File: src/rtl/ilt_pkg.sv
// shared types and constants of the indexed list table
package ilt_pkg;

   // capacity of the list and derived widths
   localparam int DEPTH     = 64;
   localparam int POS_W     = (DEPTH > 1) ? $clog2(DEPTH) : 1;
   localparam int CNT_W     = $clog2(DEPTH + 1);
   localparam int INDEX_W   = 7;
   localparam int CMP_W     = (CNT_W > INDEX_W) ? CNT_W : INDEX_W;
   localparam int WORD_W    = 32;
   localparam int GROUP_N   = 8;
   localparam int GROUP_W   = 3;
   localparam int GROUPS    = (DEPTH + GROUP_N - 1) / GROUP_N;

   // request operations
   typedef enum logic [2:0] {
      MODE_APPEND      = 3'd0,
      MODE_INSERT      = 3'd1,
      MODE_REMOVE_AT   = 3'd2,
      MODE_REMOVE_LAST = 3'd3,
      MODE_READ        = 3'd4,
      MODE_FIND        = 3'd5
   } mode_type;

   // result status codes
   typedef enum logic [2:0] {
      ST_OK       = 3'd0,
      ST_RANGE    = 3'd1,
      ST_EMPTY    = 3'd2,
      ST_FULL     = 3'd3,
      ST_NOTFOUND = 3'd4
   } status_type;

   // sequencer states
   typedef enum logic [1:0] {
      S_IDLE,
      S_EVAL,
      S_GROUP,
      S_DONE
   } state_type;

   // request beat
   typedef struct packed {
      logic [2:0]         mode;
      logic [6:0]         index;
      logic signed [31:0] value;
   } req_type;

   // result beat
   typedef struct packed {
      logic [2:0]         status;
      logic signed [31:0] read_value;
      logic [5:0]         found_index;
      logic [6:0]         count;
   } rsp_type;

   // control broadcast to every cell
   typedef struct packed {
      logic                     eval;
      logic                     shift_up;
      logic                     shift_down;
      logic                     find;
      logic                     read;
      logic [CMP_W-1:0]         pos;
      logic [CMP_W-1:0]         index;
      logic [CMP_W-1:0]         count;
      logic signed [WORD_W-1:0] value;
   } cell_ctl_type;

endpackage

File: src/rtl/ilt_group.sv
// registered reduction over eight cells: first match and selected word
module ilt_group (
   input  logic                              clock,
   input  logic                              load,
   input  logic [ilt_pkg::GROUP_N-1:0]       match,
   input  logic signed [ilt_pkg::WORD_W-1:0] rd_word [ilt_pkg::GROUP_N],
   output logic                              any,
   output logic [ilt_pkg::GROUP_W-1:0]       first,
   output logic signed [ilt_pkg::WORD_W-1:0] rd_value
);
   import ilt_pkg::*;

   logic                     any_ff, any_in;
   logic [GROUP_W-1:0]       first_ff, first_in;
   logic signed [WORD_W-1:0] rd_ff, rd_in;

   // lowest matching slot and or of the selected words
   always_comb begin
      any_in   = |match;
      first_in = '0;
      rd_in    = '0;
      for (int i = GROUP_N - 1; i >= 0; i--) begin
         if (match[i]) begin
            first_in = GROUP_W'(i);
         end
      end
      for (int i = 0; i < GROUP_N; i++) begin
         rd_in = rd_in | rd_word[i];
      end
   end

   always_ff @(posedge clock) begin
      if (load) begin
         any_ff   <= any_in;
         first_ff <= first_in;
         rd_ff    <= rd_in;
      end
   end

   assign any      = any_ff;
   assign first    = first_ff;
   assign rd_value = rd_ff;

endmodule

File: config.mk
export PLATFORM = sky130hd
export DESIGN_NAME = ilt_group
export DESIGN_NICKNAME = d
export VERILOG_FILES = /design/src/rtl/ilt_pkg.sv /design/src/rtl/ilt_group.sv
export SDC_FILE = /design/constraint.sdc
export NUM_CORES = 1
export LEC_CHECK = 0
export BUFFER_PORTS_ARGS = -buffer_cell sky130_fd_sc_hd__buf_2
export CAP_MARGIN = 20
export CORE_AREA = 2 2 116 118
export DETAILED_ROUTE_END_ITERATION = 6
export DIE_AREA = 0 0 118 120
export GPL_TIMING_DRIVEN = 0
export PLACE_DENSITY = 0.56
export SYNTH_ARGS = -nofsm -noshare
export SYNTH_HDL_FRONTEND = slang
export SYNTH_SLANG_ARGS = --single-unit
File: constraint.sdc
create_clock -name clock -period 0.9 [get_ports clock]
set_clock_uncertainty 0.15 [all_clocks]
set_input_delay 0.045 -clock clock [delete_from_list [all_inputs] [get_ports clock]]
set_output_delay 0.045 -clock clock [all_outputs]
set_load 0.05 [all_outputs]
After elaboration in Yosys (flattened, before gate mapping):

Index checks and enable logic that the tools add are counted.

* bits in writable memories: 0
* memory bits (read-only): 0
* output and inout bits: 36
* memories: 0
* register bits: 36
* bits of input ports: 266
* latch bits: 0
* word-level logic and storage cells: 22

* divide/modulo/power cells: 0
* eq/ne operators: 0
* add/subtract/negate cells: 0
* multiply operators: 0
* magnitude comparators: 0
* reduce and logical (&&, ||, !) cells: 3
* shift-type cells: 0
* mux-type cells: 7
* bitwise logic cells: 7

Operators by type and width (count)
* $or 32x32->32: 7
* $mux 3: 4
* $reduce_or 8->1: 1
* $mux 2: 2
* $reduce_or 4->1: 1
* $reduce_or 2->1: 1
* $mux 1: 1

Depth between registers and ports, before layout:

Gate-level depths: netlist (run 1).

* word-level depth: 7
* mapped depth: 3
* gate-level depth less buffers: 3

Worst setup path after synthesis (run 1):

OpenSTA, ideal clock, no wires.

* kind: input to register
* start: in match[4] (netlist bit)
* end: reg any_ff (netlist: any) (data pin)
* arrival: 0.419 ns
* slack: 0.063 ns
* stages on the path: 2
* library setup time: 0.268 ns
* cells stage by stage: nor4_1 -> nand2_1

* longest elaborated chain between the ends: 1

RTL lines
* start: declaration: line ilt_group.sv:5 `input logic [ilt_pkg::GROUP_N-1:0] match,`
* $reduce_or 8->1: line ilt_group.sv:19 `any_in = |match;`
* net any_in: line ilt_group.sv:13 `logic any_ff, any_in;`
* end signal: assignment: line ilt_group.sv:34 `any_ff <= any_in;`
* end: declaration: line ilt_group.sv:13

The timed path passes the listed nets, and every way through them passes these cells.
A chain may end at the register's enable or synchronous reset.

Final worst setup path (run 1):

* start: reg rd_ff[11] (netlist: rd_value[11])
* end: out rd_value[11] (netlist bit)

RTL lines
* start: declaration: line ilt_group.sv:15 `logic signed [WORD_W-1:0] rd_ff, rd_in;`
* start signal: assignment: line ilt_group.sv:36 `rd_ff <= rd_in;`
* end: declaration: line ilt_group.sv:9 `output logic signed [ilt_pkg::WORD_W-1:0] rd_value`

No word-level cell between the ends.

==> impl_table.tex, run 1 <==
\begin{tabular}{lr}
\hline
Metric & Value \\
\hline
\multicolumn{2}{l}{\textbf{CTS}} \\
\quad Register clock-pin slew on the reported worst setup and hold paths & around 60 ps \\
\quad Total clock buffers created by CTS & 5 \\
\quad CTS tree & done \\
\quad Buffers from clock root to sink, at most & 2 \\
\quad H-tree level count & 2 \\
\quad Post-CTS setup buffers & 0 \\
\quad Total clock sinks & 36 \\
\quad Cell at the root of the clock tree & sky130\_fd\_sc\_hd\_\_clkbuf\_16 \\
\multicolumn{2}{l}{\textbf{Worst setup path}} \\
\quad CP startpoint & rd\_value[11] \\
\quad CP max stage delay & $\sim$400 ps \\
\quad Buffer and inverter count on the worst path & 1 \\
\quad Critical Path AT & $\sim$860 ps \\
\quad Family of cells with the greatest summed delay on the critical path & flip-flops \\
\quad Master of the slowest instance on the critical path & sky130\_fd\_sc\_hd\_\_edfxtp\_1 \\
\quad Endpoint of the worst setup timing path & rd\_value[11] \\
\quad Max Fanout on Critical Path & 1 \\
\quad Cell count along the critical path & 1 \\
\quad Critical path type & register to primary output \\
\quad Category of the worst setup path launch point & register \\
\quad Critical path capture point type & primary output \\
\quad Data required, critical path & approximately 700 ps \\
\quad Cell-by-cell trace of the critical path & buf\_6 \\
\multicolumn{2}{l}{\textbf{Job}} \\
\quad Max-cap check violation count & 0 \\
\multicolumn{2}{l}{\textbf{Hold path}} \\
\quad Path category of the worst min-delay check & input pin to register \\
\multicolumn{2}{l}{\textbf{Layout}} \\
\quad Final standard cell area without fillers & between 3000 and 4000 um2 \\
\quad Fraction of layout cells with a size suffix above 1 & 67.6\% \\
\quad Final Core Density & 29.0\% \\
\quad Final net count & between 700 and 800 \\
\quad Number of diodes & 0 \\
\quad Final instance count without filler cells & 630 \\
\quad Signed area change from the synthesized netlist to the final layout & 124\% \\
\multicolumn{2}{l}{\textbf{Global route}} \\
\quad Largest net degree at the start of global routing & 37 \\
\quad Number of antenna violations at the first check in global routing & 0 \\
\quad GRT overflow & 0 \\
\quad Wire length of the first global-routing pass & approximately 12000 um \\
\quad Number of global-route vias before repair & between 2000 and 3000 \\
\quad Overall fraction of global-route tracks in use & a little over a tenth \\
\multicolumn{2}{l}{\textbf{Logic synthesis}} \\
\quad Synth top area share & between 60\% and 70\% \\
\quad Top\_reg\_cell synth & sky130\_fd\_sc\_hd\_\_edfxtp\_1 \\
\quad Net count after synthesis & roughly 400 \\
\quad Total of flip-flops plus latches after synthesis & 36 \\
\quad Unique masters post-synth & 11 \\
\quad Top post-synthesis cells by count & sky130\_fd\_sc\_hd\_\_nor4\_1 (65), sky130\_fd\_sc\_hd\_\_edfxtp\_1 (36), sky130\_fd\_sc\_hd\_\_nand2\_1 (33), sky130\_fd\_sc\_hd\_\_nor2\_1 (3) \\
\quad Post-synth EDFFs & 36 \\
\quad Most frequent cell after synthesis & sky130\_fd\_sc\_hd\_\_nor4\_1 \\
\quad Synth warnings & 0 \\
\quad Post-synthesis cell type with the largest combined area & sky130\_fd\_sc\_hd\_\_edfxtp\_1 \\
\quad Number of standard cells after synthesis & between 100 and 150 \\
\quad Largest cells by area after synthesis & sky130\_fd\_sc\_hd\_\_edfxtp\_1 (64\%), sky130\_fd\_sc\_hd\_\_nor4\_1 (24\%), sky130\_fd\_sc\_hd\_\_nand2\_1 (7.4\%), sky130\_fd\_sc\_hd\_\_nor2b\_1 (0.74\%), sky130\_fd\_sc\_hd\_\_nor4\_2 (0.74\%) \\
\quad Async set or reset register ratio after synthesis & 0\% \\
\quad Sequential share of the synthesized area & approximately 64\% \\
\quad Synthesized area per cell & between 10 and 15 um2 \\
\quad Post-Syn Area & approximately 1700 um2 \\
\multicolumn{2}{l}{\textbf{Pwr}} \\
\quad Maximum vdd drop & $\sim$0.63 mV \\
\quad P per Cell Area & approximately 1300 nW/um2 \\
\quad Static leakage & between 1.5 and 2 nW \\
\multicolumn{2}{l}{\textbf{Floorplanning}} \\
\quad Die Ht & around 120 um \\
\quad CORE AREA & approximately 13000 um2 \\
\quad Num ports & a little over 300 \\
\quad Die boundary width & approximately 120 um \\
\quad Effective utilization at floorplan & around an eighth \\
\quad Row count & 42 \\
\quad Die Outline Area & around 14000 um2 \\
\multicolumn{2}{l}{\textbf{Timing}} \\
\quad Share of the clock period used by the worst path & 117\% \\
\quad Setup repair after global routing missed its margin & true \\
\quad Min Tclk post-route & approximately 1100 ps \\
\quad Slew headroom & about two thirds \\
\quad Setup-failing EPs final & 36 \\
\quad Final worst hold slack & -142 ps \\
\quad Final worst-path setup slack & -155 ps \\
\quad Count of final max-slew check failures & 0 \\
\quad Setup TNS & -4620 ps \\
\quad Endpoints failing hold & 35 \\
\quad Worst-Margin Slew & $\sim$510 ps \\
\quad Maximum clock rate & 0.948 GHz \\
\multicolumn{2}{l}{\textbf{Placed design}} \\
\quad Placed wire-length estimate after detailed placement & approximately 6700 um \\
\quad IO Port Bufs & around 300 \\
\quad Final RePlAce weighted congestion & 0.900 \\
\quad Number of cells after detailed placement & slightly above 600 \\
\quad Minimum setup slack after placement & -414 ps \\
\quad Post-detailed-placement cell area & roughly 3400 um2 \\
\multicolumn{2}{l}{\textbf{Routing}} \\
\quad Total wire length after detailed routing & between 7000 and 8000 um \\
\quad Final routed wire length divided by cell count & $\sim$12 um \\
\quad DRC viols & 0 \\
\quad DRC violation total after the first TritonRoute iteration & 47 \\
\quad Antenna-violating nets left & 0 \\
\quad Vias & 2531 \\
\quad First drt pass iteration count & 4 \\
\quad Via count normalized by instance count & about 4.0 \\
\multicolumn{2}{l}{\textbf{Outcome}} \\
\quad Outcome & finished with violations \\
\quad Violated checks & hold timing, setup timing \\
\hline
\end{tabular}
## metal layers
layer / up-vias / global-route usage, % / part of all wire [%]
met5: - / 0 / 0
met4: 0 / 5.12 / 2.4
met3: 16 / 3.99 / 8.6
met2: 158 / 20.0 / 53
met1: 1128 / 10.9 / 36
li1: 1229 / - / -
## cells in the final DEF, fill, tap and decap left out
master / n
sky130_fd_sc_hd__a211oi_1: 1
sky130_fd_sc_hd__a21oi_1: 2
sky130_fd_sc_hd__buf_2: 264
sky130_fd_sc_hd__buf_4: 1
sky130_fd_sc_hd__buf_6: 36
sky130_fd_sc_hd__clkbuf_16: 5
sky130_fd_sc_hd__clkinv_1: 2
sky130_fd_sc_hd__edfxtp_1: 36
sky130_fd_sc_hd__inv_1: 1
sky130_fd_sc_hd__nand2_1: 33
sky130_fd_sc_hd__nor2_1: 3
sky130_fd_sc_hd__nor2b_1: 2
sky130_fd_sc_hd__nor4_1: 65
sky130_fd_sc_hd__nor4_2: 1
sky130_fd_sc_hd__o21ai_0: 1
sky130_fd_sc_hd__o41ai_1: 1
## what timing repair did
action | CTS | global route
endpoints found under the hold margin | 35 | 35
endpoints found under the setup margin | 72 | 36
gates resized for setup | 73 | 0
## kinds of logic after synthesis
family                 Yosys count  share of synthesized area [%]
AO/OA/AOI/OAI                    5                           1.86
buffers and inverters            1                          0.223
flip-flops                      36                           64.2
AND/OR/NAND/NOR                104                           33.7
## layout make-up
type                            count  area (um2)
Inverter                            1        3.75
Multi-Input combinational cell    109         598
Tap cell                          176         220
Clock buffer                        5         125
Fill cell                        1377        9210
Sequential cell                    36        1080
Timing Repair Buffer              301        1730
Clock inverter                      2        7.51
## per-stage QoR
stage / total power [mW] / hold slack [ps]
after global placement: 3.10 / 152
after global routing: 5.13 / -134
after detailed placement: 3.13 / 156
final: 4.88 / -142
after floorplan: 2.40 / 7.50
after CTS: 5.01 / -153
## how the worst min path moves through the flow
stage / startpoint / end / slack, ps / cells past startpoint
2_1_floorplan: load / any / 7 / 0
3_5_place_dp: rd_word[19] / rd_value[19] / 160 / 3
6_report: rd_word[19] / rd_value[19] / -140 / 3
4_1_cts: rd_word[19] / rd_value[19] / -150 / 3
5_1_grt: rd_word[5] / rd_value[5] / -130 / 3
3_3_place_gp: rd_word[158] / rd_value[30] / 150 / 3
## power by group
| group | switching, mW | total (mW) | internal [mW] | leakage, nW |
|---|---|---|---|---|
| registers | 0.0434 | 1.98 | 1.94 | 0.362 |
| logic | 0.621 | 1.24 | 0.614 | 1.32 |
| clock network | 0.674 | 1.67 | 0.991 | 0.0648 |
## registers in the layout, summed over array words and instances (netlist names)
register  flops
first         3
rd_value     32
any           1
(Power assumes the default switching activity.)
==> run 2, diff against run 1 <==
--- a/config.mk
+++ b/config.mk
@@ -11,7 +11,7 @@
 export DETAILED_ROUTE_END_ITERATION = 6
 export DIE_AREA = 0 0 118 120
 export GPL_TIMING_DRIVEN = 0
-export PLACE_DENSITY = 0.56
+export PLACE_DENSITY = 0.57
 export SYNTH_ARGS = -nofsm -noshare
 export SYNTH_HDL_FRONTEND = slang
 export SYNTH_SLANG_ARGS = --single-unit
==> impl_table.tex, run 2 (same netlist as run 1, synthesis figures left out) <==
\begin{tabular}{lr}
\hline
Metric & Value \\
\hline
\multicolumn{2}{l}{\textbf{Worst setup path}} \\
\quad CP max stage delay & around 390 ps \\
\quad Data required, critical path & about 700 ps \\
\quad Cell count along the critical path & 1 \\
\quad Master of the slowest instance on the critical path & sky130\_fd\_sc\_hd\_\_edfxtp\_1 \\
\quad Critical Path AT & 840 ps \\
\quad Category of the worst setup path launch point & register \\
\quad Critical path capture point type & primary output \\
\quad Cell-by-cell trace of the critical path & buf\_6 \\
\quad Family of cells with the greatest summed delay on the critical path & flip-flops \\
\quad Max Fanout on Critical Path & 1 \\
\quad Critical path type & register to primary output \\
\quad Buffer and inverter count on the worst path & 1 \\
\multicolumn{2}{l}{\textbf{Pwr}} \\
\quad P per Cell Area & approximately 1300 nW/um2 \\
\quad Static leakage & between 1.5 and 2 nW \\
\quad Maximum vdd drop & approximately 0.59 mV \\
\multicolumn{2}{l}{\textbf{Timing}} \\
\quad Endpoints failing hold & 36 \\
\quad Share of the clock period used by the worst path & 115\% \\
\quad Min Tclk post-route & 1040 ps \\
\quad Maximum clock rate & about 0.97 GHz \\
\quad Count of final max-slew check failures & 0 \\
\quad Final worst-path setup slack & -136 ps \\
\quad Slew headroom & between 60\% and 70\% \\
\quad Setup repair after global routing missed its margin & true \\
\quad Final worst hold slack & -137 ps \\
\quad Setup-failing EPs final & 36 \\
\quad Worst-Margin Slew & roughly 520 ps \\
\multicolumn{2}{l}{\textbf{Layout}} \\
\quad Final instance count without filler cells & between 600 and 700 \\
\quad Signed area change from the synthesized netlist to the final layout & 124\% \\
\quad Filler cells & $\sim$1400 \\
\quad Multi-input logic area & 598 um2 \\
\quad Final net count & between 700 and 800 \\
\quad Fraction of layout cells with a size suffix above 1 & slightly below 70\% \\
\quad Largest register FFs & 32 \\
\quad Most common cell after layout, fill and taps aside & sky130\_fd\_sc\_hd\_\_buf\_2 \\
\quad Number of diodes & 0 \\
\quad FF/Latch Area & $\sim$1100 um2 \\
\quad Commonest cells after routing, fill and taps aside & sky130\_fd\_sc\_hd\_\_buf\_2 (264), sky130\_fd\_sc\_hd\_\_nor4\_1 (65), sky130\_fd\_sc\_hd\_\_edfxtp\_1 (36), sky130\_fd\_sc\_hd\_\_buf\_6 (36), sky130\_fd\_sc\_hd\_\_nand2\_1 (33) \\
\multicolumn{2}{l}{\textbf{Outcome}} \\
\quad Outcome & finished with violations \\
\quad Violated checks & hold timing, setup timing \\
\multicolumn{2}{l}{\textbf{Placed design}} \\
\quad Number of cells after detailed placement & just over 600 \\
\quad Minimum setup slack after placement & -458 ps \\
\quad Final RePlAce weighted congestion & approximately 0.79 \\
\quad Placed wire-length estimate after detailed placement & 7160 um \\
\quad IO Port Bufs & $\sim$300 \\
\multicolumn{2}{l}{\textbf{Routing}} \\
\quad DRC viols & 0 \\
\quad Met2 wire length & 4240 um \\
\quad Final routed wire length divided by cell count & between 10 and 15 um \\
\quad Antenna-violating nets left & 0 \\
\quad Total wire length after detailed routing & between 8000 and 9000 um \\
\quad DRC violation total after the first TritonRoute iteration & 68 \\
\quad Total met3 wirelength after detailed routing & roughly 700 um \\
\quad WL met1 & around 3100 um \\
\quad Via count normalized by instance count & roughly 4 \\
\quad Vias & 2508 \\
\quad First drt pass iteration count & 4 \\
\quad Top layer used by detailed routing & met4 \\
\multicolumn{2}{l}{\textbf{Global route}} \\
\quad Number of global-route vias before repair & between 2000 and 3000 \\
\quad GRT overflow & 0 \\
\quad Wire length of the first global-routing pass & 12500 um \\
\quad Largest net degree at the start of global routing & 37 \\
\quad Number of antenna violations at the first check in global routing & 0 \\
\quad Overall fraction of global-route tracks in use & a little under an eighth \\
\multicolumn{2}{l}{\textbf{CTS}} \\
\quad Buffers from clock root to sink, at most & 2 \\
\quad H-tree level count & 2 \\
\quad Cell at the root of the clock tree & sky130\_fd\_sc\_hd\_\_clkbuf\_16 \\
\quad Register clock-pin slew on the reported worst setup and hold paths & $\sim$60 ps \\
\quad CTS tree & done \\
\quad Post-CTS setup buffers & 0 \\
\quad Total clock sinks & 36 \\
\quad Total clock buffers created by CTS & 5 \\
\multicolumn{2}{l}{\textbf{Hold path}} \\
\quad Count of cells along the worst hold path & 3 \\
\quad Path category of the worst min-delay check & input pin to register \\
\quad Hold wc startpoint & rd\_word[15] \\
\quad Min-Delay Endpoint & rd\_value[15] \\
\multicolumn{2}{l}{\textbf{Floorplanning}} \\
\quad Row count & 42 \\
\quad Num ports & about 300 \\
\quad CORE AREA & around 13000 um2 \\
\quad Die Ht & 120 um \\
\quad Die Outline Area & roughly 14000 um2 \\
\quad Effective utilization at floorplan & approximately 13\% \\
\quad Die boundary width & 118 um \\
\multicolumn{2}{l}{\textbf{Job}} \\
\quad Max-cap check violation count & 0 \\
\hline
\end{tabular}
[run 2: stage by stage]
stage / power (mW) / instance area [um2] / TNS (ps) / hold slack (ps) / util, %
2_1_floorplan: 2.40 / 1680 / 0 / 7.50 / -
3_3_place_gp: 3.11 / 3410 / -15740 / 150 / 26.3
3_5_place_dp: 3.13 / 3410 / -18020 / 153 / 26.3
4_1_cts: 4.97 / 3760 / -5160 / -155 / 29.0
5_1_grt: 5.10 / 3760 / -5750 / -143 / 29.0
6_report: 4.84 / 3760 / -4330 / -137 / 29.0
[run 2: worst max path at each step]
stage / from / endpoint / slack, ps
6_report: rd_value[26] / rd_value[26] / -140
5_1_grt: rd_value[6] / rd_value[6] / -190
4_1_cts: rd_value[28] / rd_value[28] / -170
3_5_place_dp: load / rd_value[28] / -460
3_3_place_gp: load / rd_value[21] / -410
2_1_floorplan: match[4] / any / 60
[run 2: power breakdown]
part / switching, mW / internal, mW
Sequential: 0.0402 / 1.94
Clock: 0.641 / 0.978
Combinational: 0.630 / 0.615
[run 2: final cells by class]
class / instances / area share (%)
Inverter: 1 / 0.0998
Tap cell: 176 / 5.85
Multi-Input combinational cell: 109 / 15.9
Clock buffer: 5 / 3.33
Timing Repair Buffer: 301 / 46.1
Sequential cell: 36 / 28.7
[run 2: per-layer routing]
metal / up-vias / track usage (%)
li1: 1228 / -
met1: 1118 / 12.3
met2: 153 / 21.0
met3: 9 / 3.90
met4: 0 / 4.37
met5: - / 0
[run 2: what timing repair did]
| action | in CTS | in global routing |
|---|---|---|
| resized for setup | 73 | 0 |
| hold endpoints to repair | 36 | 35 |
| gates cloned | 0 | 0 |
| setup endpoints to repair | 72 | 36 |
| pin swaps | 0 | 0 |
