[src/rtl/ilt_pkg.sv]
// shared types and constants of the indexed list table
package ilt_pkg;

   // capacity of the list and derived widths
   localparam int DEPTH     = 64;
   localparam int POS_W     = (DEPTH > 1) ? $clog2(DEPTH) : 1;
   localparam int CNT_W     = $clog2(DEPTH + 1);
   localparam int INDEX_W   = 7;
   localparam int CMP_W     = (CNT_W > INDEX_W) ? CNT_W : INDEX_W;
   localparam int WORD_W    = 32;
   localparam int GROUP_N   = 8;
   localparam int GROUP_W   = 3;
   localparam int GROUPS    = (DEPTH + GROUP_N - 1) / GROUP_N;

   // request operations
   typedef enum logic [2:0] {
      MODE_APPEND      = 3'd0,
      MODE_INSERT      = 3'd1,
      MODE_REMOVE_AT   = 3'd2,
      MODE_REMOVE_LAST = 3'd3,
      MODE_READ        = 3'd4,
      MODE_FIND        = 3'd5
   } mode_type;

   // result status codes
   typedef enum logic [2:0] {
      ST_OK       = 3'd0,
      ST_RANGE    = 3'd1,
      ST_EMPTY    = 3'd2,
      ST_FULL     = 3'd3,
      ST_NOTFOUND = 3'd4
   } status_type;

   // sequencer states
   typedef enum logic [1:0] {
      S_IDLE,
      S_EVAL,
      S_GROUP,
      S_DONE
   } state_type;

   // request beat
   typedef struct packed {
      logic [2:0]         mode;
      logic [6:0]         index;
      logic signed [31:0] value;
   } req_type;

   // result beat
   typedef struct packed {
      logic [2:0]         status;
      logic signed [31:0] read_value;
      logic [5:0]         found_index;
      logic [6:0]         count;
   } rsp_type;

   // control broadcast to every cell
   typedef struct packed {
      logic                     eval;
      logic                     shift_up;
      logic                     shift_down;
      logic                     find;
      logic                     read;
      logic [CMP_W-1:0]         pos;
      logic [CMP_W-1:0]         index;
      logic [CMP_W-1:0]         count;
      logic signed [WORD_W-1:0] value;
   } cell_ctl_type;

endpackage

[src/rtl/ilt_cell.sv]
// one list slot: holds a word, shifts with its neighbors, compares and selects
module ilt_cell (
   input  logic                              clock,
   input  ilt_pkg::cell_ctl_type             ctl,
   input  logic [ilt_pkg::CMP_W-1:0]         cell_pos,
   input  logic signed [ilt_pkg::WORD_W-1:0] left_word,
   input  logic signed [ilt_pkg::WORD_W-1:0] right_word,
   output logic signed [ilt_pkg::WORD_W-1:0] word,
   output logic                              match,
   output logic signed [ilt_pkg::WORD_W-1:0] rd_word
);
   import ilt_pkg::*;

   logic signed [WORD_W-1:0] word_ff, word_in;
   logic                     match_ff, match_in;
   logic signed [WORD_W-1:0] rd_ff, rd_in;
   logic                     live;

   // shift, compare and select from the current contents
   always_comb begin
      live     = (cell_pos < ctl.count);
      word_in  = word_ff;
      if (ctl.shift_up && (cell_pos > ctl.pos)) begin
         word_in = left_word;
      end else if (ctl.shift_up && (cell_pos == ctl.pos)) begin
         word_in = ctl.value;
      end else if (ctl.shift_down && (cell_pos >= ctl.pos)) begin
         word_in = right_word;
      end
      match_in = ctl.find && live && (word_ff == ctl.value);
      rd_in    = (ctl.read && live && (cell_pos == ctl.index)) ? word_ff : '0;
   end

   // slot and flag registers, loaded in the evaluate cycle
   always_ff @(posedge clock) begin
      if (ctl.eval) begin
         word_ff  <= word_in;
         match_ff <= match_in;
         rd_ff    <= rd_in;
      end
   end

   assign word    = word_ff;
   assign match   = match_ff;
   assign rd_word = rd_ff;

endmodule

[config.mk]
export PLATFORM = sky130hd
export DESIGN_NAME = ilt_cell
export DESIGN_NICKNAME = d
export VERILOG_FILES = /design/src/rtl/ilt_pkg.sv /design/src/rtl/ilt_cell.sv
export SDC_FILE = /design/constraint.sdc
export NUM_CORES = 1
export LEC_CHECK = 0
export BUFFER_PORTS_ARGS = -buffer_cell sky130_fd_sc_hd__clkbuf_2
export CORE_MARGIN = 1.5
export CORE_UTILIZATION = 45
export CTS_CLUSTER_DIAMETER = 80
export DETAILED_ROUTE_END_ITERATION = 8
export HOLD_SLACK_MARGIN = 0.15
export PLACE_DENSITY_LB_ADDON = 0.2
export SYNTH_ARGS = -nofsm -noshare
export SYNTH_HDL_FRONTEND = slang
export SYNTH_SLANG_ARGS = --single-unit
[constraint.sdc]
create_clock -name clock -period 2.63 [get_ports clock]
set_input_delay 0.3945 -clock clock [delete_from_list [all_inputs] [get_ports clock]]
set_output_delay 0.3945 -clock clock [all_outputs]
set_load 0.03 [all_outputs]
* After elaboration in Yosys (flattened, before gate mapping)
Index checks and enable logic that the tools add are counted.
** Cells by class
- Magnitude comparators :: 3
- Equal/unequal tests :: 3
- Muxes and demuxes :: 3
- Reduce and logical (&&, ||, !) cells :: 9
** Operators with widths (number)
- 32-bit 2-to-1 mux :: 3
- 32-bit == test :: 1
- 7-bit == test :: 2
- 7-bit >= comparator :: 1
- 7-bit > comparator :: 1
- 1-bit logical AND :: 7
- 7-bit less-than comparator :: 1
- 3-bit nonzero test :: 1
- 2-bit AND reduction :: 1
** Word-level totals
- Flip-flop bits (word level) :: 65
- Input bits :: 130
- Output and inout port bits :: 65
- Logic and storage cells :: 21

* Longest topological paths before layout
Gate-level depths: netlist of the first run.
- Depth in word-level cells :: 5
- Gate-level depth with buffers :: 8
- Depth with buffers taken out :: 7

* Worst setup path before layout of the first run
Ideal clock, no wire load.
- Kind :: input to register
- From :: in ctl[52] (netlist name)
- To :: reg word_ff[0] (netlist: word[0]), enable pin
- Setup time :: 376 ps
- Arrival time :: 1635 ps
- Data required time :: 2254 ps
- Path slack :: 619 ps
- Stages on the path :: 5
- Buffers on the path :: 0
- Cells stage by stage :: inv_1 > ha_1 > nand2_1 > o21ai_0 > o221a_2
** Between the ends
- Cells in the longest elaborated chain, start to end :: 4
- Elaborated cells between the ends (all ways) :: 8
- Classes of those cells :: order compare (2); eq/ne (1); reduce/logical (5)
** Ends and longest elaborated chain
- start, declared :: line ilt_cell.sv:4 : input ilt_pkg::cell_ctl_type ctl,
- 7-bit > comparator, or another cell as far along :: line ilt_cell.sv:23 : if (ctl.shift_up && (cell_pos > ctl.pos)) begin
- 1-bit logical AND, on equally long branches :: line ilt_cell.sv:23, ilt_cell.sv:25, ilt_cell.sv:27
- 3-bit nonzero test (no line) (*)
- 2-bit AND reduction (no line) (*)
- end signal, assigned :: line ilt_cell.sv:37 : word_ff <= word_in;
- end, declared :: line ilt_cell.sv:14 : logic signed [WORD_W-1:0] word_ff, word_in;
Every way passes the cells marked *; elsewhere a longest branch is shown, timed or not.
A chain may end at the register's enable or synchronous reset.

* Worst setup path after layout of the first run
- From :: reg word_ff[23] (netlist: word[23])
- To :: reg match_ff (netlist: match) (data pin)
** Between the ends
- Cells in the longest elaborated chain, start to end :: 2
** Ends and longest elaborated chain
- 32-bit == test :: line ilt_cell.sv:30 : match_in = ctl.find && live && (word_ff == ctl.value);
- 1-bit logical AND :: line ilt_cell.sv:30
- named net match_in :: line ilt_cell.sv:15 : logic match_ff, match_in;
- end signal, assigned :: line ilt_cell.sv:38 : match_ff <= match_in;
- end, declared :: line ilt_cell.sv:15
The timed path passes the listed nets, and every way through them passes these cells.

==> impl_metrics.csv, run 1 <==
group,metric,value,unit
sta,hold_viol_final,0,
route,drc,0,
clock_network,path_clk_slew,0.07,ns
sta,fin_tns_setup,0,ns
worst_setup_path,critPathMaxFanout,3,
clock_network,cts-root-buf,"clkbuf_8",
worst_setup_path,crit_type,"reg -> reg",
pwr,p_leak,2.45,nW
logic_synthesis,yosys_warnings,0,
logic_synthesis,avgSynthCellArea,11.7,µm²
sta,relSlewSlack,0.584,
sta,min_period,2.14,ns
clock_network,ctsResizeCount,0,
finish,stdcell_area,5010,µm²
route,ant_nets,0,
clock_network,cts_buffers,9,
finish,nets,655,
logic_synthesis,syn-num-nets,459,
grt,grt_usage,0.247,
hold_path,hp-class,"in -> reg",
sta,fmax,467,MHz
floorplan,rows,32,
logic_synthesis,synth_edf_count,65,
floorplan,die_w,93.6,µm
pwr,total_power,2.67,mW
route,drt-vias-per-instance,5.35,
place,place_area,4830,µm²
worst_setup_path,rr_worst_depth,5,
logic_synthesis,ys_ff_latch,65,
finish,fill_cells,694,
clock_network,cts_buffer_depth,2,
grt,grt_max_degree,45,
sta,setup_viol,0,
grt,grt_remaining_overflow,0,
logic_synthesis,async_reset_ff_frac,0,
route,drt_wl_total,10700,µm
finish,multiInputGateArea,1630,µm²
worst_setup_path,r2r_end,"match",
grt,antenna_found_initial,0,
route,drtPass1Iterations,4,
worst_setup_path,crit_path_start,"word[23]",
floorplan,start_util,0.471,
floorplan,die_y,93.6,µm
worst_setup_path,cp.required,2.79,ns
place,port-buffer-count,194,
pwr,powerDensity,534,nW/µm²
place,dp_slack,0.231,ns
clock_network,cts_tree,"done",
worst_setup_path,end_kind,"flip-flop",
logic_synthesis,synthesis.area,3690,µm²
finish,seq_area,1950,µm²
logic_synthesis,yosysTopAreaCell,"edfxtp_1",
clock_network,cts_max_level,3,
sta,worst_slew_pin_slew,0.624,ns
sta,skew,0.00916,ns
place,gp_congestion,0.893,
logic_synthesis,synth_top_cells_by_area,"edfxtp_1 53%, mux2i_1 8.7%, nor4b_1 7.4%",
worst_setup_path,crit_arrival,2.30,ns
worst_setup_path,rr_startpoint,"word[23]",
logic_synthesis,synth_cell_type_count,26,
logic_synthesis,yosysMostFrequentCell,"edfxtp_1",
route,drt-wirelength-per-cell,17.4,µm
sta,rsz0062_at_grt,"no",
pwr,vdd_ir_drop_max,0.000269,V
logic_synthesis,ys_top_cells_by_count,"65 x edfxtp_1, 40 x a21oi_1, 34 x nor2_1",
logic_synthesis,synth_flop_cell,"edfxtp_1",
status,outcome,"complete, no violations",
floorplan,die_area,8760,µm²
grt,grt_pass1_wl,16200,µm
clock_network,postCtsSetupBuffers,0,
sta,setup_slack,0.487,ns
finish,syn_to_final_growth,35.6,%
clock_network,hold_buffers,0,
worst_setup_path,critPathCapture,"match",
sta,slew_viol_final,0,
floorplan,core,7850,µm²
clock_network,worstSkewPairLatency,0.33,ns
worst_setup_path,start_kind,"flip-flop",
logic_synthesis,synthCells,316,
route,vias,3305,
clock_network,clock-sinks,65,
worst_setup_path,reg2reg_setup_slack,0.49,ns
route,drt_iter0_markers,144,
sta,fin_crit_sh,0.815,
finish,layout-drive-gt1-share,0.428,
run,drv_cap,0,
place,place_hpwl,8170,µm
grt,grt_pass1_vias,3321,
finish,antenna_cells,0,
logic_synthesis,ys_seq_area_frac,0.529,
logic_synthesis,synth.top_cell.area_share,0.529,
floorplan,ios,195,
-- state kept, by name, indices dropped and copies added, names as in the netlist --
| name | flops |
|---|---|
| word | 32 |
| match | 1 |
| rd_word | 32 |
-- metrics by stage --
step / std cells / util / hold slack (ns)
floorplan: 316 / - / 0.507
global placement: 603 / 0.615 / 0.685
detailed placement: 603 / 0.615 / 0.704
CTS: 618 / 0.638 / 0.373
global route: 618 / 0.638 / 0.376
finish: 618 / 0.638 / 0.387
-- power breakdown --
| group | total, mW | switching [mW] | leakage, nW | internal [mW] |
|---|---|---|---|---|
| clock network | 0.796 | 0.367 | 0.0929 | 0.429 |
| registers | 1.27 | 0.0485 | 0.655 | 1.22 |
| logic | 0.609 | 0.378 | 1.70 | 0.231 |
-- cell families (layout without fill, tap and decap cells) --
kind of cell / count (synthesis) / after routing / share of synthesized area
fa+ha+maj: 13 / 13 / 0.0441
flops: 65 / 65 / 0.529
compound gates: 46 / 46 / 0.0681
buf+inv: 33 / 233 / 0.0346
simple gates: 89 / 89 / 0.148
xor+xnor: 38 / 38 / 0.0901
mux: 32 / 32 / 0.0868
-- worst max-delay path: stages (launching register included) --
cell and delay [ns]:
edfxtp_1 0.46, xor2_1 0.19, nor4_1 0.48, nand4_1 0.17, or4_1 0.56, nor4_2 0.13
-- worst min-delay path by stage --
stage                        endpoint  cells after the start           from  slack [ns]
after detailed placement  rd_word[26]                      2       word[26]        0.70
final                         word[4]                      3   left_word[4]        0.39
after global routing         word[25]                      3  left_word[25]        0.38
after CTS                     word[7]                      3   left_word[7]        0.37
after floorplan                 match                      0        ctl[57]        0.51
after global placement    rd_word[26]                      2       word[26]        0.68
-- area by class of cell --
| type | instances | share of cell area |
|---|---|---|
| Clock buffer | 11 | 0.0262 |
| Clock inverter | 4 | 0.00900 |
| Inverter | 14 | 0.0105 |
| Multi-Input combinational cell | 218 | 0.325 |
| Sequential cell | 65 | 0.390 |
| Tap cell | 102 | 0.0255 |
| Timing Repair Buffer | 204 | 0.214 |
-- cells in the final DEF (no fill, tap or decap), drive strengths merged, types with 2 or more instances in the layout --
master  instances
clkbuf        205
edfxtp         65
a21oi          40
nor2           34
mux2i          32
xor2           31
nor4b          31
inv            14
ha             13
buf            10
nor4            9
xnor2           7
nand4           4
nand3           4
clkinv          3
nand2           3
o21ai           2
-- per-layer routing --
layer / global-route usage / up-vias / wire (µm)
met1: 0.305 / 1534 / 4300
met4: 0.0995 / 0 / 298
met2: 0.418 / 175 / 5250
li1: - / 1572 / -
met5: 0 / - / 0
met3: 0.0545 / 24 / 903
Power figures use the tool's default switching activity.
==> run 2: changes to the inputs <==
Clock period 2.63 ns to 2.13 ns, I/O delays scaled along.
==> run 2 against run 1 <==
Against the previous run:
- via count fell by 0.73%
- core utilization rose by 1.1 points
- cell count rose by 0.97%
- die area unchanged
- sequential power increased by 24%
- highest routed layer unchanged
- largest power group unchanged
- combinational power increased by 29%
==> impl_metrics.csv, run 2 (synthesis results as in run 1) <==
group,metric,value,unit
worst_setup_path,reg2reg_setup_slack,0.11,ns
sta,fin_crit_sh,0.947,
sta,relSlewSlack,0.721,
worst_setup_path,crit_path_start,"word[1]",
sta,rsz0062_at_grt,"no",
route,drt-wirelength-per-cell,17.1,µm
floorplan,die_y,93.6,µm
sta,setup_viol,0,
worst_setup_path,r2r_end,"match",
floorplan,die_area,8760,µm²
finish,stdcell_area,5090,µm²
worst_setup_path,end_kind,"flip-flop",
grt,grt_pass1_wl,16000,µm
route,ant_nets,0,
worst_setup_path,crit_type,"reg -> reg",
place,place_area,4910,µm²
finish,syn_to_final_growth,38.0,%
sta,worst_slew_pin_slew,0.418,ns
worst_setup_path,rr_startpoint,"word[1]",
route,drt-vias-per-instance,5.26,
finish,mostFrequentLayoutCell,"clkbuf_2",
status,outcome,"complete, no violations",
sta,slew_viol_final,0,
worst_setup_path,crit_path_max_incr_delay,0.51,ns
pwr,powerDensity,628,nW/µm²
clock_network,cts_tree,"done",
floorplan,start_util,0.471,
place,gp_congestion,0.962,
clock_network,cts_max_level,3,
worst_setup_path,rr_worst_depth,6,
worst_setup_path,cp.required,2.29,ns
worst_setup_path,cpMaxStageDelayCell,"or4_4",
grt,grt_max_degree,41,
floorplan,die_w,93.6,µm
finish,nets,661,
finish,fill_cells,674,
clock_network,cts_buffer_depth,2,
grt,antenna_found_initial,0,
finish,utilization,0.649,
worst_setup_path,critPathMaxFanout,3,
finish,layout-drive-gt1-share,0.435,
grt,grt_usage,0.246,
finish,seq_area,1950,µm²
sta,fmax,496,MHz
finish,final_cell_mix,"194 x clkbuf_2, 65 x edfxtp_1, 40 x a21oi_1",
grt,grt_remaining_overflow,0,
worst_setup_path,path_cells,"xor2_1 -> nor4_2 -> buf_4 -> nand4_1 -> or4_4 -> nor4_4",
route,drtPass1Iterations,4,
finish,multiInputGateArea,1650,µm²
worst_setup_path,crit_arrival,2.17,ns
clock_network,cts_buffers,9,
route,vias,3281,
grt,grt_pass1_vias,3332,
clock_network,cts-root-buf,"clkbuf_8",
worst_setup_path,critPathCapture,"match",
worst_setup_path,start_kind,"flip-flop",
hold_path,hp-class,"in -> reg",
route,drt_wl_total,10700,µm
place,place_hpwl,8110,µm
sta,skew,0.00924,ns
run,drv_cap,0,
clock_network,worstSkewPairLatency,0.33,ns
pwr,p_leak,2.49,nW
floorplan,ios,195,
pwr,total_power,3.20,mW
route,drc,0,
sta,hold_viol_final,0,
floorplan,rows,32,
clock_network,clock-sinks,65,
pwr,vdd_ir_drop_max,0.000349,V
place,port-buffer-count,194,
finish,antenna_cells,0,
sta,min_period,2.02,ns
floorplan,core,7850,µm²
route,drt_iter0_markers,119,
clock_network,path_clk_slew,0.07,ns
run 2: cell count changes in the layout (fill, tap and decap cells not counted), sizes merged:
cell	before	now
buf	10	16
bufinv	1	0
clkbuf	205	204
clkinv	3	4
clkinvlp	0	1
run 2: layer usage:
metal	routed length (µm)	up-vias	global-route usage	share of wire
li1	-	1591	-	-
met1	4250	1526	0.302	0.40
met2	5370	148	0.423	0.50
met3	857	16	0.0528	0.080
met4	195	0	0.0920	0.018
met5	0	-	0	0
run 2: metrics by stage:
stage          TNS, ns  cells  worst slack [ns]  hold WS [ns]
6_report             0    624             0.113         0.307
5_1_grt              0    624            0.0371         0.298
4_1_cts              0    622            0.0706         0.297
3_5_place_dp         0    607            0.0106         0.646
3_3_place_gp   -0.0415    607           -0.0415         0.636
2_1_floorplan        0    316             0.194         0.432
run 2: worst min path at each step:
stage | endpoint | slack, ns | cells past startpoint | startpoint
2_1_floorplan | match | 0.43 | 0 | ctl[57]
3_3_place_gp | word[4] | 0.64 | 3 | left_word[4]
3_5_place_dp | word[24] | 0.65 | 3 | left_word[24]
4_1_cts | word[8] | 0.30 | 3 | left_word[8]
5_1_grt | word[9] | 0.30 | 3 | left_word[9]
6_report | word[8] | 0.31 | 3 | left_word[8]
run 2: critical path: cells and delay by family (launching register included):
family	cells	cell delay [ns]
xor gates and xnor gates	1	0.19
buffers and inverters	1	0.17
DFF	1	0.42
and+or+nand+nor	4	1.08
run 2: final cells by class:
cell class,instances,share of cell area
sequential,65,0.383
multi-input combinational,218,0.323
timing repair buffer,210,0.229
clock buffer,10,0.0250
tap,102,0.0250
inverter,14,0.0103
clock inverter,5,0.00467
run 2: what timing repair did:
action | in CTS | in global routing
pin swaps | 0 | 2
hold buffers | 0 | 0
setup endpoints to repair | 1 | 1
resized for setup | 1 | 2
buffers inserted | 0 | 2
run 2: power breakdown:
part	total (mW)	internal (mW)	switching, mW
clock network	0.848	0.402	0.446
registers	1.57	1.51	0.0586
logic	0.783	0.308	0.476
==> run 3: changes to the inputs <==
Settings changed: CORE_UTILIZATION 45 to 46.
==> run 3 against run 2 <==
Against the previous run:
- final area down 0.52%
- clock skew down 0.0032 ns
- count of clock-buffer cells in the layout down 1
- via count up 0.37%
- register-to-register slack better by 0.02 ns
- fmax up 0.93%
- sequential share of layout area up 0.20 points
==> impl_metrics.csv, run 3 (synthesis results as in run 1) <==
group,metric,value,unit
place,place_area,4870,µm²
grt,grt_use_met3,0.0476,
worst_setup_path,end_kind,"flip-flop",
sta,worst_slew_pin_slew,0.395,ns
finish,utilization,0.653,
floorplan,die_y,92.6,µm
place,dp_slack,0.0456,ns
place,place_hpwl,8170,µm
clock_network,worstSkewPairLatency,0.33,ns
finish,final_cell_mix,"194 x clkbuf_2, 65 x edfxtp_1, 40 x a21oi_1",
grt,grt-busiest-layer,"met2",
worst_setup_path,crit_top_cell,"nor4_2",
worst_setup_path,start_kind,"flip-flop",
hold_path,hp-class,"in -> reg",
place,dpl.cell_count,607,
finish,mostFrequentLayoutCell,"clkbuf_2",
finish,stdcell_count,622,
place,port-buffer-count,194,
route,drtPass1Iterations,4,
sta,rsz0062_at_grt,"no",
worst_setup_path,critPathMaxFanout,3,
grt,grt_usage,0.249,
floorplan,start_util,0.475,
pwr,power.switching,991,µW
clock_network,path_clk_slew,0.07,ns
pwr,pwr-share-comb,0.232,
sta,slew_viol_final,0,
clock_network,cts_tree,"done",
sta,fmax,500,MHz
grt,grt_max_degree,45,
worst_setup_path,path_cells,"xor2_1 -> nor4_2 -> nand4_1 -> or4_1 -> nor4_2",
sta,fin_crit_sh,0.938,
finish,fill_cells,657,
run,drv_cap,0,
pwr,p_clk_frac,0.296,
pwr,p_leak,2.48,nW
clock_network,cts_buffer_depth,2,
route,drt_wl_total,10600,µm
grt,met2_usage,0.406,
sta,setup_viol,0,
sta,setup_slack,0.131,ns
sta,relSlewSlack,0.736,
route,ant_nets,0,
worst_setup_path,crit_type,"reg -> reg",
worst_setup_path,crit_arrival,2.16,ns
finish,nets,659,
pwr,sequentialPowerShare,0.471,
sta,skew,0.00604,ns
route,drt_iter0_markers,169,
clock_network,ctsResizeCount,0,
clock_network,postCtsSetupBuffers,0,
sta,fin_tns_setup,0,ns
pwr,powerDensity,655,nW/µm²
pwr,p_int,2.33,mW
status,outcome,"complete, no violations",
finish,antenna_cells,0,
floorplan,ios,195,
clock_network,cts_max_level,3,
grt,grt_pass1_vias,3154,
route,drt-wirelength-per-cell,17.0,µm
grt,grt_pass1_wl,16200,µm
place,gp_congestion,0.856,
clock_network,hold_buffers,0,
grt,use_met1,0.332,
pwr,p_sw_frac,0.298,
finish,syn_to_final_growth,37.3,%
worst_setup_path,crit_path_max_incr_delay,0.55,ns
route,drt-vias-per-instance,5.29,
finish,stdcell_area,5070,µm²
worst_setup_path,cpMaxStageDelayCell,"or4_1",
clock_network,clock-sinks,65,
clock_network,cts_buffers,9,
grt,antenna_found_initial,0,
route,vias,3293,
floorplan,core,7770,µm²
route,drc,0,
finish,layout-drive-gt1-share,0.438,
pwr,vdd_ir_drop_max,0.000332,V
worst_setup_path,cp.required,2.29,ns
floorplan,die_w,92.6,µm
sta,hold_viol_final,0,
clock_network,cts-root-buf,"clkbuf_8",
grt,grt_remaining_overflow,0,
sta,min_period,2.00,ns
floorplan,rows,32,
floorplan,die_area,8570,µm²
## run 3: changes by cell type in the layout (fill, tap and decap cells not counted), sizes merged
cell	previous run	this run
clkbuf	204	203
buf	16	14
bufinv	0	1
## run 3: worst max-delay path, delay by kind of cell (launching register included)
kind / cells / cell delay [ns]
simple gates: 4 / 1.16
flops: 1 / 0.44
xor+xnor: 1 / 0.22
## run 3: metal layers
layer  part of all wire  vias up  wire length [µm]
met5                  0        -                 0
met4              0.019        0               203
met3              0.079       18               840
met2               0.47      172              5030
met1               0.43     1521              4520
li1                   -     1582                 -
## run 3: area by class of cell
type | instances | area, µm² | area share
clock inverter | 6 | 60.1 | 0.0118
multi-input combinational | 218 | 1640 | 0.323
timing repair buffer | 208 | 1110 | 0.220
sequential | 65 | 1950 | 0.385
clock buffer | 9 | 124 | 0.0244
tap | 102 | 128 | 0.0252
inverter | 14 | 52.6 | 0.0104
## run 3: path summary, 6_finish.rpt
path	startpoint	to	slack (ns)	cells past startpoint
setup / recovery	word[10]	match	0.13	5
hold / removal	left_word[13]	word[13]	0.31	3
setup reg to reg	word[10]	match	0.13	5
hold reg to reg	word[26]	rd_word[26]	0.72	2
## run 3: power by group through the flow
stage                     logic, mW  clock network (mW)  registers (mW)
after floorplan               0.266                   0            1.74
after global placement        0.754                   0            1.59
after detailed placement      0.765                   0            1.59
after CTS                     0.769                1.00            1.57
after global routing          0.836                1.05            1.58
final                         0.772               0.983            1.57
## run 3: through the flow
stage | hold WS (ns) | total power [mW]
after floorplan | 0.432 | 2.00
after global placement | 0.639 | 2.34
after detailed placement | 0.644 | 2.36
after CTS | 0.293 | 3.34
after global routing | 0.304 | 3.46
final | 0.309 | 3.32
